[config.mk]
export PLATFORM = sky130hd
export DESIGN_NAME = i2cta_back
export DESIGN_NICKNAME = d
export VERILOG_FILES = /design/src/i2cta_pkg.sv /design/src/i2cta_ram.sv /design/src/i2cta_back.sv
export SDC_FILE = /design/constraint.sdc
export NUM_CORES = 2
export LEC_CHECK = 0
export BUFFER_PORTS_ARGS = -buffer_cell sky130_fd_sc_hd__buf_2
export CAP_MARGIN = 10
export CORE_ASPECT_RATIO = 0.5
export CORE_MARGIN = 2
export CORE_UTILIZATION = 55
export DETAILED_ROUTE_END_ITERATION = 8
export PLACE_DENSITY = 0.75
export SYNTH_ARGS = -nofsm -noshare
export SYNTH_HDL_FRONTEND = slang
export SYNTH_SLANG_ARGS = --single-unit
[constraint.sdc]
create_clock -name clk_i -period 14.1 [get_ports clk_i]
set_clock_uncertainty 0.2 [all_clocks]
set_input_delay 0.705 -clock clk_i [delete_from_list [all_inputs] [get_ports clk_i]]
set_output_delay 0.705 -clock clk_i [all_outputs]
set_load 0.01 [all_outputs]
[src/i2cta_pkg.sv]
// Shared types, constants and frame generation functions for the
// thermal array register model. No dependencies.
package i2cta_pkg;

  localparam int ADDR_W      = 8;
  localparam int DATA_W      = 8;
  localparam int STORE_DEPTH = 256;

  localparam int PIXEL_COUNT = 64;
  localparam int ROW_LENGTH  = 8;

  localparam logic [ADDR_W-1:0] PIXEL_BASE = 8'h80;
  localparam logic [ADDR_W-1:0] THERM_LO   = 8'h0E;
  localparam logic [ADDR_W-1:0] THERM_HI   = 8'h0F;
  localparam logic [ADDR_W-1:0] ADDR_MASK  = 8'hFF;

  localparam int TEMP_CAP    = 80;
  localparam int TEMP_OFFSET = 10;
  localparam logic [11:0] THERM_RAW = 12'(28 * 16);

  // refill writes two bytes per pixel, then the thermistor word
  localparam int REGEN_LEN = 2 * PIXEL_COUNT + 2;
  localparam int CNT_W     = ADDR_W;

  localparam int QUEUE_DEPTH = 2;
  localparam int QPTR_W      = (QUEUE_DEPTH > 1) ? $clog2(QUEUE_DEPTH) : 1;
  localparam int QCNT_W      = $clog2(QUEUE_DEPTH + 1);

  localparam int TEMP_W = 10;
  localparam int PIX_W  = 7;

  typedef enum logic [2:0] {
    ACT_START_WR = 3'd0,
    ACT_START_RD = 3'd1,
    ACT_WRITE    = 3'd2,
    ACT_READ     = 3'd3,
    ACT_STOP     = 3'd4
  } action_e;

  typedef enum logic [1:0] {
    OP_NONE,
    OP_CLEAR,
    OP_WRITE,
    OP_READ
  } op_e;

  typedef enum logic [2:0] {
    ST_CLEAR,
    ST_REGEN,
    ST_IDLE,
    ST_RDADDR,
    ST_RDATA
  } state_e;

  typedef struct packed {
    op_e               op;
    logic [DATA_W-1:0] data;
  } queue_entry_t;

  typedef struct packed {
    logic init_busy;
  } back_status_t;

  // Store address of the refill step idx.
  function automatic logic [ADDR_W-1:0] regen_addr(logic [CNT_W-1:0] idx);
    logic [ADDR_W-1:0] a;
    if (idx < CNT_W'(2 * PIXEL_COUNT)) begin
      a = (PIXEL_BASE + ADDR_W'(idx)) & ADDR_MASK;
    end else if (idx == CNT_W'(2 * PIXEL_COUNT)) begin
      a = THERM_LO;
    end else begin
      a = THERM_HI;
    end
    return a;
  endfunction

  // Byte written at refill step idx for the given frame phase.
  function automatic logic [DATA_W-1:0] regen_byte(logic [CNT_W-1:0] idx,
                                                    logic [2:0] phase);
    logic [PIX_W-1:0]  pix;
    logic [PIX_W-1:0]  row;
    logic [PIX_W-1:0]  col;
    logic [TEMP_W-1:0] t;
    logic [11:0]       raw;
    logic [DATA_W-1:0] b;
    pix = PIX_W'(idx >> 1);
    row = PIX_W'(pix / PIX_W'(ROW_LENGTH));
    col = PIX_W'(pix % PIX_W'(ROW_LENGTH));
    t = TEMP_W'(TEMP_OFFSET) + TEMP_W'(row) * TEMP_W'(7) + (TEMP_W'(col) << 1)
        + TEMP_W'(phase);
    if (t > TEMP_W'(TEMP_CAP)) begin
      t = TEMP_W'(TEMP_CAP);
    end
    raw = {t, 2'b00};
    if (idx < CNT_W'(2 * PIXEL_COUNT)) begin
      b = idx[0] ? {4'h0, raw[11:8]} : raw[7:0];
    end else if (idx == CNT_W'(2 * PIXEL_COUNT)) begin
      b = THERM_RAW[7:0];
    end else begin
      b = {4'h0, THERM_RAW[11:8]};
    end
    return b;
  endfunction

endpackage

[src/i2cta_ram.sv]
// Generic simple dual-port RAM: one write port, one registered read port.
// No dependencies.
module i2cta_ram #(
  parameter int WIDTH = 8,
  parameter int DEPTH = 256
) (
  input  logic                     clk_i,
  input  logic                     we_i,
  input  logic [$clog2(DEPTH)-1:0] waddr_i,
  input  logic [WIDTH-1:0]         wdata_i,
  input  logic                     re_i,
  input  logic [$clog2(DEPTH)-1:0] raddr_i,
  output logic [WIDTH-1:0]         rdata_o
);

  logic [WIDTH-1:0] mem_q [DEPTH];
  logic [WIDTH-1:0] rdata_q;

  always_ff @(posedge clk_i) begin
    if (we_i) begin
      mem_q[waddr_i] <= wdata_i;
    end
    // hold read data until the next read
    if (re_i) begin
      rdata_q <= mem_q[raddr_i];
    end
  end

  assign rdata_o = rdata_q;

endmodule

[src/i2cta_back.sv]
// Back end: register pointer, frame counter, store sequencer and result register.
// Depends on i2cta_pkg and i2cta_ram.
module i2cta_back (
  input  logic                          clk_i,
  input  logic                          rst_ni,
  input  logic                          q_valid_i,
  input  i2cta_pkg::queue_entry_t       q_entry_i,
  output logic                          pop_o,
  output i2cta_pkg::back_status_t       status_o,
  output logic                          out_valid_o,
  input  logic                          out_stall_i,
  output logic [i2cta_pkg::DATA_W-1:0]  read_data_o
);
  import i2cta_pkg::*;

  state_e            state_q, state_d;
  logic [CNT_W-1:0]  cnt_q, cnt_d;
  logic [ADDR_W-1:0] ptr_q, ptr_d;
  logic              loaded_q, loaded_d;
  logic [31:0]       frame_q, frame_d;
  logic              read_pend_q, read_pend_d;
  logic              out_valid_q, out_valid_d;
  logic [DATA_W-1:0] read_data_q, read_data_d;

  logic              we, re;
  logic [ADDR_W-1:0] waddr, raddr;
  logic [DATA_W-1:0] wdata, rdata;
  logic              slot_free;
  logic              load_out;
  logic [DATA_W-1:0] load_val;

  i2cta_ram #(
    .WIDTH(DATA_W),
    .DEPTH(STORE_DEPTH)
  ) u_store (
    .clk_i  (clk_i),
    .we_i   (we),
    .waddr_i(waddr),
    .wdata_i(wdata),
    .re_i   (re),
    .raddr_i(raddr),
    .rdata_o(rdata)
  );

  assign slot_free = !out_valid_q || !out_stall_i;

  // next state
  always_comb begin
    state_d = state_q;
    unique case (state_q)
      ST_CLEAR: begin
        if (cnt_q == CNT_W'(STORE_DEPTH - 1)) state_d = ST_REGEN;
      end
      ST_REGEN: begin
        if (cnt_q == CNT_W'(REGEN_LEN - 1)) begin
          state_d = read_pend_q ? ST_RDADDR : ST_IDLE;
        end
      end
      ST_IDLE: begin
        if (q_valid_i && q_entry_i.op == OP_READ) begin
          state_d = (ptr_q == PIXEL_BASE) ? ST_REGEN : ST_RDATA;
        end
      end
      ST_RDADDR: state_d = ST_RDATA;
      ST_RDATA: begin
        if (slot_free) state_d = ST_IDLE;
      end
      default: state_d = ST_IDLE;
    endcase
  end

  // datapath and store control
  always_comb begin
    cnt_d       = cnt_q;
    ptr_d       = ptr_q;
    loaded_d    = loaded_q;
    frame_d     = frame_q;
    read_pend_d = read_pend_q;
    pop_o       = 1'b0;
    we          = 1'b0;
    waddr       = ptr_q;
    wdata       = q_entry_i.data;
    re          = 1'b0;
    raddr       = ptr_q;
    load_out    = 1'b0;
    load_val    = '0;
    unique case (state_q)
      ST_CLEAR: begin
        we    = 1'b1;
        waddr = cnt_q;
        wdata = '0;
        cnt_d = cnt_q + 1'b1;
        if (cnt_q == CNT_W'(STORE_DEPTH - 1)) begin
          cnt_d       = '0;
          read_pend_d = 1'b0;
        end
      end
      ST_REGEN: begin
        we    = 1'b1;
        waddr = regen_addr(cnt_q);
        wdata = regen_byte(cnt_q, frame_q[4:2]);
        cnt_d = cnt_q + 1'b1;
      end
      ST_IDLE: begin
        if (q_valid_i) begin
          if (q_entry_i.op == OP_READ) begin
            pop_o = 1'b1;
            if (ptr_q == PIXEL_BASE) begin
              // refill the frame before the read
              frame_d     = frame_q + 1'b1;
              cnt_d       = '0;
              read_pend_d = 1'b1;
            end else begin
              re = 1'b1;
            end
          end else if (slot_free) begin
            pop_o    = 1'b1;
            load_out = 1'b1;
            unique case (q_entry_i.op)
              OP_CLEAR: loaded_d = 1'b0;
              OP_WRITE: begin
                if (!loaded_q) begin
                  ptr_d    = q_entry_i.data;
                  loaded_d = 1'b1;
                end else begin
                  we    = 1'b1;
                  ptr_d = ptr_q + 1'b1;
                end
              end
              default: ;
            endcase
          end
        end
      end
      ST_RDADDR: re = 1'b1;
      ST_RDATA: begin
        if (slot_free) begin
          load_out = 1'b1;
          load_val = rdata;
          ptr_d    = ptr_q + 1'b1;
        end
      end
      default: ;
    endcase
  end

  assign out_valid_d = load_out || (out_valid_q && out_stall_i);
  assign read_data_d = load_out ? load_val : read_data_q;

  always_ff @(posedge clk_i or negedge rst_ni) begin
    if (!rst_ni) begin
      state_q     <= ST_CLEAR;
      cnt_q       <= '0;
      ptr_q       <= '0;
      loaded_q    <= 1'b0;
      frame_q     <= 32'd1;
      read_pend_q <= 1'b0;
      out_valid_q <= 1'b0;
    end else begin
      state_q     <= state_d;
      cnt_q       <= cnt_d;
      ptr_q       <= ptr_d;
      loaded_q    <= loaded_d;
      frame_q     <= frame_d;
      read_pend_q <= read_pend_d;
      out_valid_q <= out_valid_d;
    end
  end

  always_ff @(posedge clk_i) begin
    read_data_q <= read_data_d;
  end

  assign status_o.init_busy = (state_q == ST_CLEAR) ||
                              (state_q == ST_REGEN && !read_pend_q);
  assign out_valid_o = out_valid_q;
  assign read_data_o = read_data_q;

endmodule
Yosys cells after proc, flatten, opt, wreduce, memory -nomap -nowiden
Memory sizes are Yosys's and may differ from the RTL's. A register that Yosys moved wholly into a read port is not among the register bits. Index checks and enable logic that the tools add are counted. W data, S select, Z words.

$add $sub $neg: 7. Multipliers: 1. Order comparisons: 2. Equality and inequality tests: 21. Muxes and demuxes: 52. Bitwise logic cells: 1. Reductions and logical operators: 22.

Operators with widths (number): $mux W8 (14); $pmux W8 S2 (3); $add A32 B1 Y32 const B (1); $eq A8 B8 Y1 const B (4); $pmux W8 S3 (1); $mux W1 (22); $ne A2 B2 Y1 const B (10); $add A8 B1 Y8 const B (2); $mux W3 (5); $pmux W3 S5 (1); $reduce_and A4 Y1 (3); $add A9 B3 Y10 (1); $gt A10 B7 Y1 const B (1); $mux W10 (1); $pmux W1 S2 (5); $reduce_and A5 Y1 (2); $add A8 B4 Y9 (1); $add A4 B7 Y8 const A (1); $add A8 B8 Y8 const A (1); $lt A8 B8 Y1 const B (1); $mul A4 B3 Y7 const B (1); $eq A3 B2 Y1 const B (2); $reduce_and A6 Y1 (1); $reduce_bool A2 Y1 (3); 12 further kinds (19).

Flip-flop bits (word level): 62. Bits in writable memories: 2048. Input bits: 14. Output and inout port bits: 11. Logic and storage cells: 115. Memories: 1.

Memories: u_store.mem_q (depth 256, bits a word 8, read ports 1, clocked after memory_dff 1, wr ports 1, line i2cta_ram.sv:16) `logic [WIDTH-1:0] mem_q [DEPTH];`.

Depth between registers and ports, before layout
Depth in word-level cells: 9. Mapped depth: 15. Mapped depth without buffers: 15.

Modules after synthesis
Synthesis repeated with hierarchy kept, for this count alone.

Cells, all modules: 4064. Area total of the unflattened synthesis: 82651.8 um^2.

By module, submodules not included: i2cta_ram (instances 1, cells each 3733, area each 79636.4 um^2, sequential area each 61739.2 um^2); i2cta_back (instances 1, cells each 331, area each 3015.4 um^2, sequential area each 917.1 um^2).

Least setup slack after synthesis
OpenSTA, ideal clock, no wires.

Kind: reg2reg. Start: reg cnt_q[4]. End: mem u_store.mem_q[0][6], data pin. Library setup time: 2187 ps. Arrival: 13153 ps. Required time: 11713 ps. Path slack: -1440 ps. Stages on the path, launching flop included: 14. Path buffers: 0. Clock period less this slack: 15540 ps. Cell sequence: dfrtp_1 fa_1 inv_1 fa_1 fa_1 inv_1 ha_1 a21o_1 a21oi_1 o21bai_1 a21oi_1 xnor2_1 a211oi_1 o21ai_0.

Longest elaborated chain between the ends: 9. Elaborated cells between the ends (all ways): 12. Those cells by class: 3 x add/sub; 1 x mul; 2 x order compare; 1 x eq/ne; 5 x mux.

Ends and longest elaborated chain: from (decl) (line i2cta_back.sv:17) `logic [CNT_W-1:0] cnt_q, cnt_d;`; from (signal assigned) (line i2cta_back.sv:161) `cnt_q <= cnt_d;`; $mul A4 B3 Y7 (line i2cta_pkg.sv:89) `t = TEMP_W'(TEMP_OFFSET) + TEMP_W'(row) * TEMP_W'(7) + (TEMP_W'(col) << 1)`; $add A4 B7 Y8 (line i2cta_pkg.sv:89); $add A8 B4 Y9 (line i2cta_pkg.sv:89); $add A9 B3 Y10 (line i2cta_pkg.sv:90) `+ TEMP_W'(phase);`; $gt A10 B7 Y1 (line i2cta_pkg.sv:91) `if (t > TEMP_W'(TEMP_CAP)) begin`; $mux W10 (line i2cta_pkg.sv:91); $mux W8 (line i2cta_pkg.sv:96) `b = idx[0] ? {4'h0, raw[11:8]} : raw[7:0];`; $mux W8 * (line i2cta_pkg.sv:95) `if (idx < CNT_W'(2 * PIXEL_COUNT)) begin`; $pmux W8 S2 * (line i2cta_back.sv:87) `unique case (state_q)`; via u_store.wdata_i[6] (line i2cta_ram.sv:10) `input logic [WIDTH-1:0] wdata_i,`; to (decl) (line i2cta_ram.sv:16).

The timed path passes the listed nets; every way through them passes the cells marked *.

Worst setup path after layout
Start: reg cnt_q[4]. End: mem u_store.mem_q[161][0], data pin.

Same word-level chain as after synthesis.

==> run_results.csv <==
group,metric,value,unit
global_routing,grt_first_pass_wirelength,299,mm
global_routing,antenna_found_initial,6,
cts,clock_latency,0.82,ns
pwr,p_sw_frac,0.194,
cts,cts_resized,0,
global_routing,overflow,0,
critical_path,max_stage_delay,0.81,ns
yosys,syn_area,82300,um^2
critical_path,critPathLaunch,"cnt_q[4]$_DFFE_PN0P_",
yosys,synth-async-reset-ratio,0.0129,
timing,clock.fmax,157,MHz
critical_path,worst-path-buf-inv,4,
final_layout,fin_cells,6129,
yosys,ys.flop_type,"edfxtp_1",
pwr,p_int,0.00935,W
critical_path,cp-start-kind,"flop",
critical_path,rrSetupSlack,7.73,ns
critical_path,critPathRequiredTime,14.37,ns
floorplan,die-height,278,um
routing,drc,0,
pwr,leakagePower,24.1,nW
critical_path,worstReg2RegEnd,"u_store.mem_q[161][0]$_DFFE_PP_",
floorplan,dieWidth,551,um
timing,slew_viol_final,0,
yosys,ys_ff_latch,2091,
floorplan,floorplan.initialDensity,0.554,
yosys,yosys_warnings,0,
final_layout,final_common_cell,"edfxtp_1",
critical_path,crit_path_end,"u_store.mem_q[161][0]$_DFFE_PP_",
critical_path,worstPathArrival,6.64,ns
cts,htree_levels,4,
floorplan,die_area,153000,um^2
pwr,power.switching,0.00225,W
critical_path,slowest_stage,"buf_4",
pwr,power_per_cell_area,129,nW/um^2
critical_path,cp-end-kind,"flop",
timing,slew_headroom,0.180,
global_routing,grt_pass1_vias,41300,
pwr,p_comb_frac,0.006,
floorplan,coreArea,149000,um^2
yosys,synth_fp_nets,3968,
timing,setup_viol,0,
floorplan,io_pins,25,
placed_design,port_buffers,24,
routing,vias,41900,
final_layout,synthToLayoutAreaGrowth,9.51,%
pwr,p_clk_frac,0.415,
critical_path,path_cells,"fa_1 > inv_1 > fa_1 > fa_1 > inv_1 > ha_1 > a21o_1 > a21oi_1 > o21bai_1 > a21oi_1 > xnor2_1 > o2111ai_1 > nand2_4 > buf_4 > buf_4",
routing,ant_nets,0,
critical_path,cpMostUsedCell,"fa_1",
timing,finalCriticalPeriod,6.37,ns
status,status,"finished, final reports clean",
routing,drtIter0Drc,6735,
routing,wl_per_cell,34.0,um
yosys,synth_edf_count,2064,
critical_path,worst-path-stages,15,
global_routing,grt_use_total,0.275,
timing,finalCritPeriodShare,0.452,
timing,finalHoldViolations,0,
yosys,synth_area_per_cell,21.0,um^2
worst_hold_path,holdPathStages,3,
pwr,seqPwrFrac,0.579,
global_routing,grt_max_degree,181,
pwr,peakVddDrop,0.153,mV
routing,avgViaCountPerCell,6.84,
placed_design,dp_hpwl,122,mm
critical_path,critPathKind,"reg -> reg",
run,max-cap-violations,0,
final_layout,final_nets,4031,
critical_path,ff2ff_path_depth,15,
placed_design,dp_cells,5791,
critical_path,crit_family,"adder cells",
timing,setup_tns,0,ns
routing,dr.pass1.iters,5,
timing,rsz0062_at_grt,"false",
final_layout,drive_gt1_frac,0.220,
cts,cts_sinks,2091,
critical_path,crit_fanout,83,
cts,clkTransAtPathRegs,0.07,ns
timing,worst_pin_slew,1.23,ns
floorplan,rows,100,
cts,post-cts-setup-buffers,0,
worst_hold_path,holdCritPathClass,"in -> reg",
yosys,synthesis.instances,3920,
placed_design,gp_congestion,0.916,
cts,tritoncts,"yes",
critical_path,regToRegStartpoint,"cnt_q[4]$_DFFE_PN0P_",
cts,numCtsBuffers,176,
cts,root_buffer,"clkbuf_16",
cts,clockBufferDepth,3,
yosys,synth-seq-area-share,0.761,
routing,wl,209,mm
yosys,synth_cell_type_count,65,
final_layout,layout_common_cells,"edfxtp_1, mux4_2, nor2_1",
==> per-layer routing <==
metal  vias to the layer above  part of all wire  GRT usage
li1                      16400                 -          -
met1                     21900              0.37      0.387
met2                      3156              0.47      0.416
met3                       424              0.13     0.0806
met4                         4             0.035     0.0974
met5                         -           0.00013          0
==> registers in the layout (all words and copies together) (netlist names), 3 cells and up <==
name	count
state_q	3
u_store.mem_q	2048
frame_q	5
ptr_q	8
read_data_o	8
cnt_q	8
u_store.rdata_o	8
==> cell type report <==
| class | count | area [um^2] |
|---|---|---|
| antenna | 10 | 25.0 |
| clock buffer | 229 | 4710 |
| clock inverter | 96 | 883 |
| fill | 9856 | 58500 |
| inverter | 33 | 124 |
| multi-input combinational | 1572 | 18400 |
| sequential | 2091 | 62700 |
| tap | 1989 | 2490 |
| timing repair buffer | 109 | 851 |
==> tightest hold or removal path: cells and delay by family <==
kind                   cells  cell delay, ns
AO/OA/AOI/OAI              2            0.20
buffers and inverters      1            0.14
==> worst min-delay path by stage <==
| stage | start | end | slack, ns |
|---|---|---|---|
| global route | q_entry_i[6] | ptr_q[6]$_DFFE_PN0P_ | 0.06 |
| global placement | frame_q[4]$_DFFE_PN0P_ | frame_q[4]$_DFFE_PN0P_ | 0.27 |
| floorplan | rst_ni | cnt_q[0]$_DFFE_PN0P_ | 0.21 |
| finish | q_entry_i[6] | ptr_q[6]$_DFFE_PN0P_ | 0.06 |
| detailed placement | frame_q[4]$_DFFE_PN0P_ | frame_q[4]$_DFFE_PN0P_ | 0.27 |
| CTS | q_entry_i[6] | ptr_q[6]$_DFFE_PN0P_ | 0.006 |
==> cell usage after synthesis (all sizes together) (8+ instances only) <==
| master | n | area (um^2) |
|---|---|---|
| a22o | 23 | 201 |
| o22ai | 18 | 113 |
| mux2i | 121 | 1210 |
| clkbuf | 69 | 259 |
| buf | 155 | 1040 |
| edfxtp | 2064 | 62000 |
| a221oi | 23 | 201 |
| dfrtp | 26 | 651 |
| nand3 | 27 | 135 |
| a21o | 12 | 90.1 |
| inv | 33 | 124 |
| mux4 | 518 | 11700 |
| nand4 | 13 | 81.3 |
| nor4 | 16 | 100 |
| xnor2 | 8 | 70.1 |
| o21ai | 54 | 270 |
| ha | 26 | 325 |
| nor3 | 22 | 115 |
| nor2 | 307 | 1150 |
| nor2b | 30 | 188 |
| nand2 | 92 | 345 |
| and3 | 15 | 93.8 |
| fa | 8 | 160 |
| a22oi | 82 | 616 |
| a211oi | 11 | 82.6 |
| a21oi | 55 | 275 |
| and2 | 10 | 62.6 |
==> through the flow <==
stage	setup WS, ns	instance area [um^2]	utilization	hold WS (ns)	total power (W)
6_report	7.73	90100	0.606	0.0606	0.0116
5_1_grt	7.41	90100	0.606	0.0645	0.0118
4_1_cts	7.86	90100	0.606	0.00634	0.0116
3_5_place_dp	7.92	84500	0.568	0.273	0.00692
3_3_place_gp	7.99	84500	0.568	0.266	0.00692
2_1_floorplan	2.95	82300	-	0.209	0.00691
==> power groups by stage <==
stage	clock network (W)	logic [W]	registers, W
2_1_floorplan	0	0.0000555	0.00685
3_3_place_gp	0	0.0000657	0.00686
3_5_place_dp	0	0.0000662	0.00686
4_1_cts	0.00484	0.0000673	0.00672
5_1_grt	0.00505	0.0000709	0.00672
6_report	0.00482	0.0000660	0.00672
==> logic make-up (layout without fill, tap and decap cells) <==
| group | count (synthesis) | count (layout) | synth area share |
|---|---|---|---|
| adders and majority gates | 34 | 34 | 0.00590 |
| AOI/OAI and AO/OA | 318 | 318 | 0.0265 |
| xor gates and xnor gates | 10 | 10 | 0.00106 |
| and+or+nand+nor | 564 | 564 | 0.0307 |
| other | 0 | 10 | 0 |
| buffers and inverters | 257 | 467 | 0.0173 |
| DFF | 2091 | 2091 | 0.761 |
| muxes | 646 | 646 | 0.157 |
==> repair_timing <==
item                                   in CTS  in global routing
hold buffers                                3                  0
setup endpoints to repair                   0                  0
endpoints found under the hold margin      28                  0
Note: power is estimated with default switching activity, not from simulation.
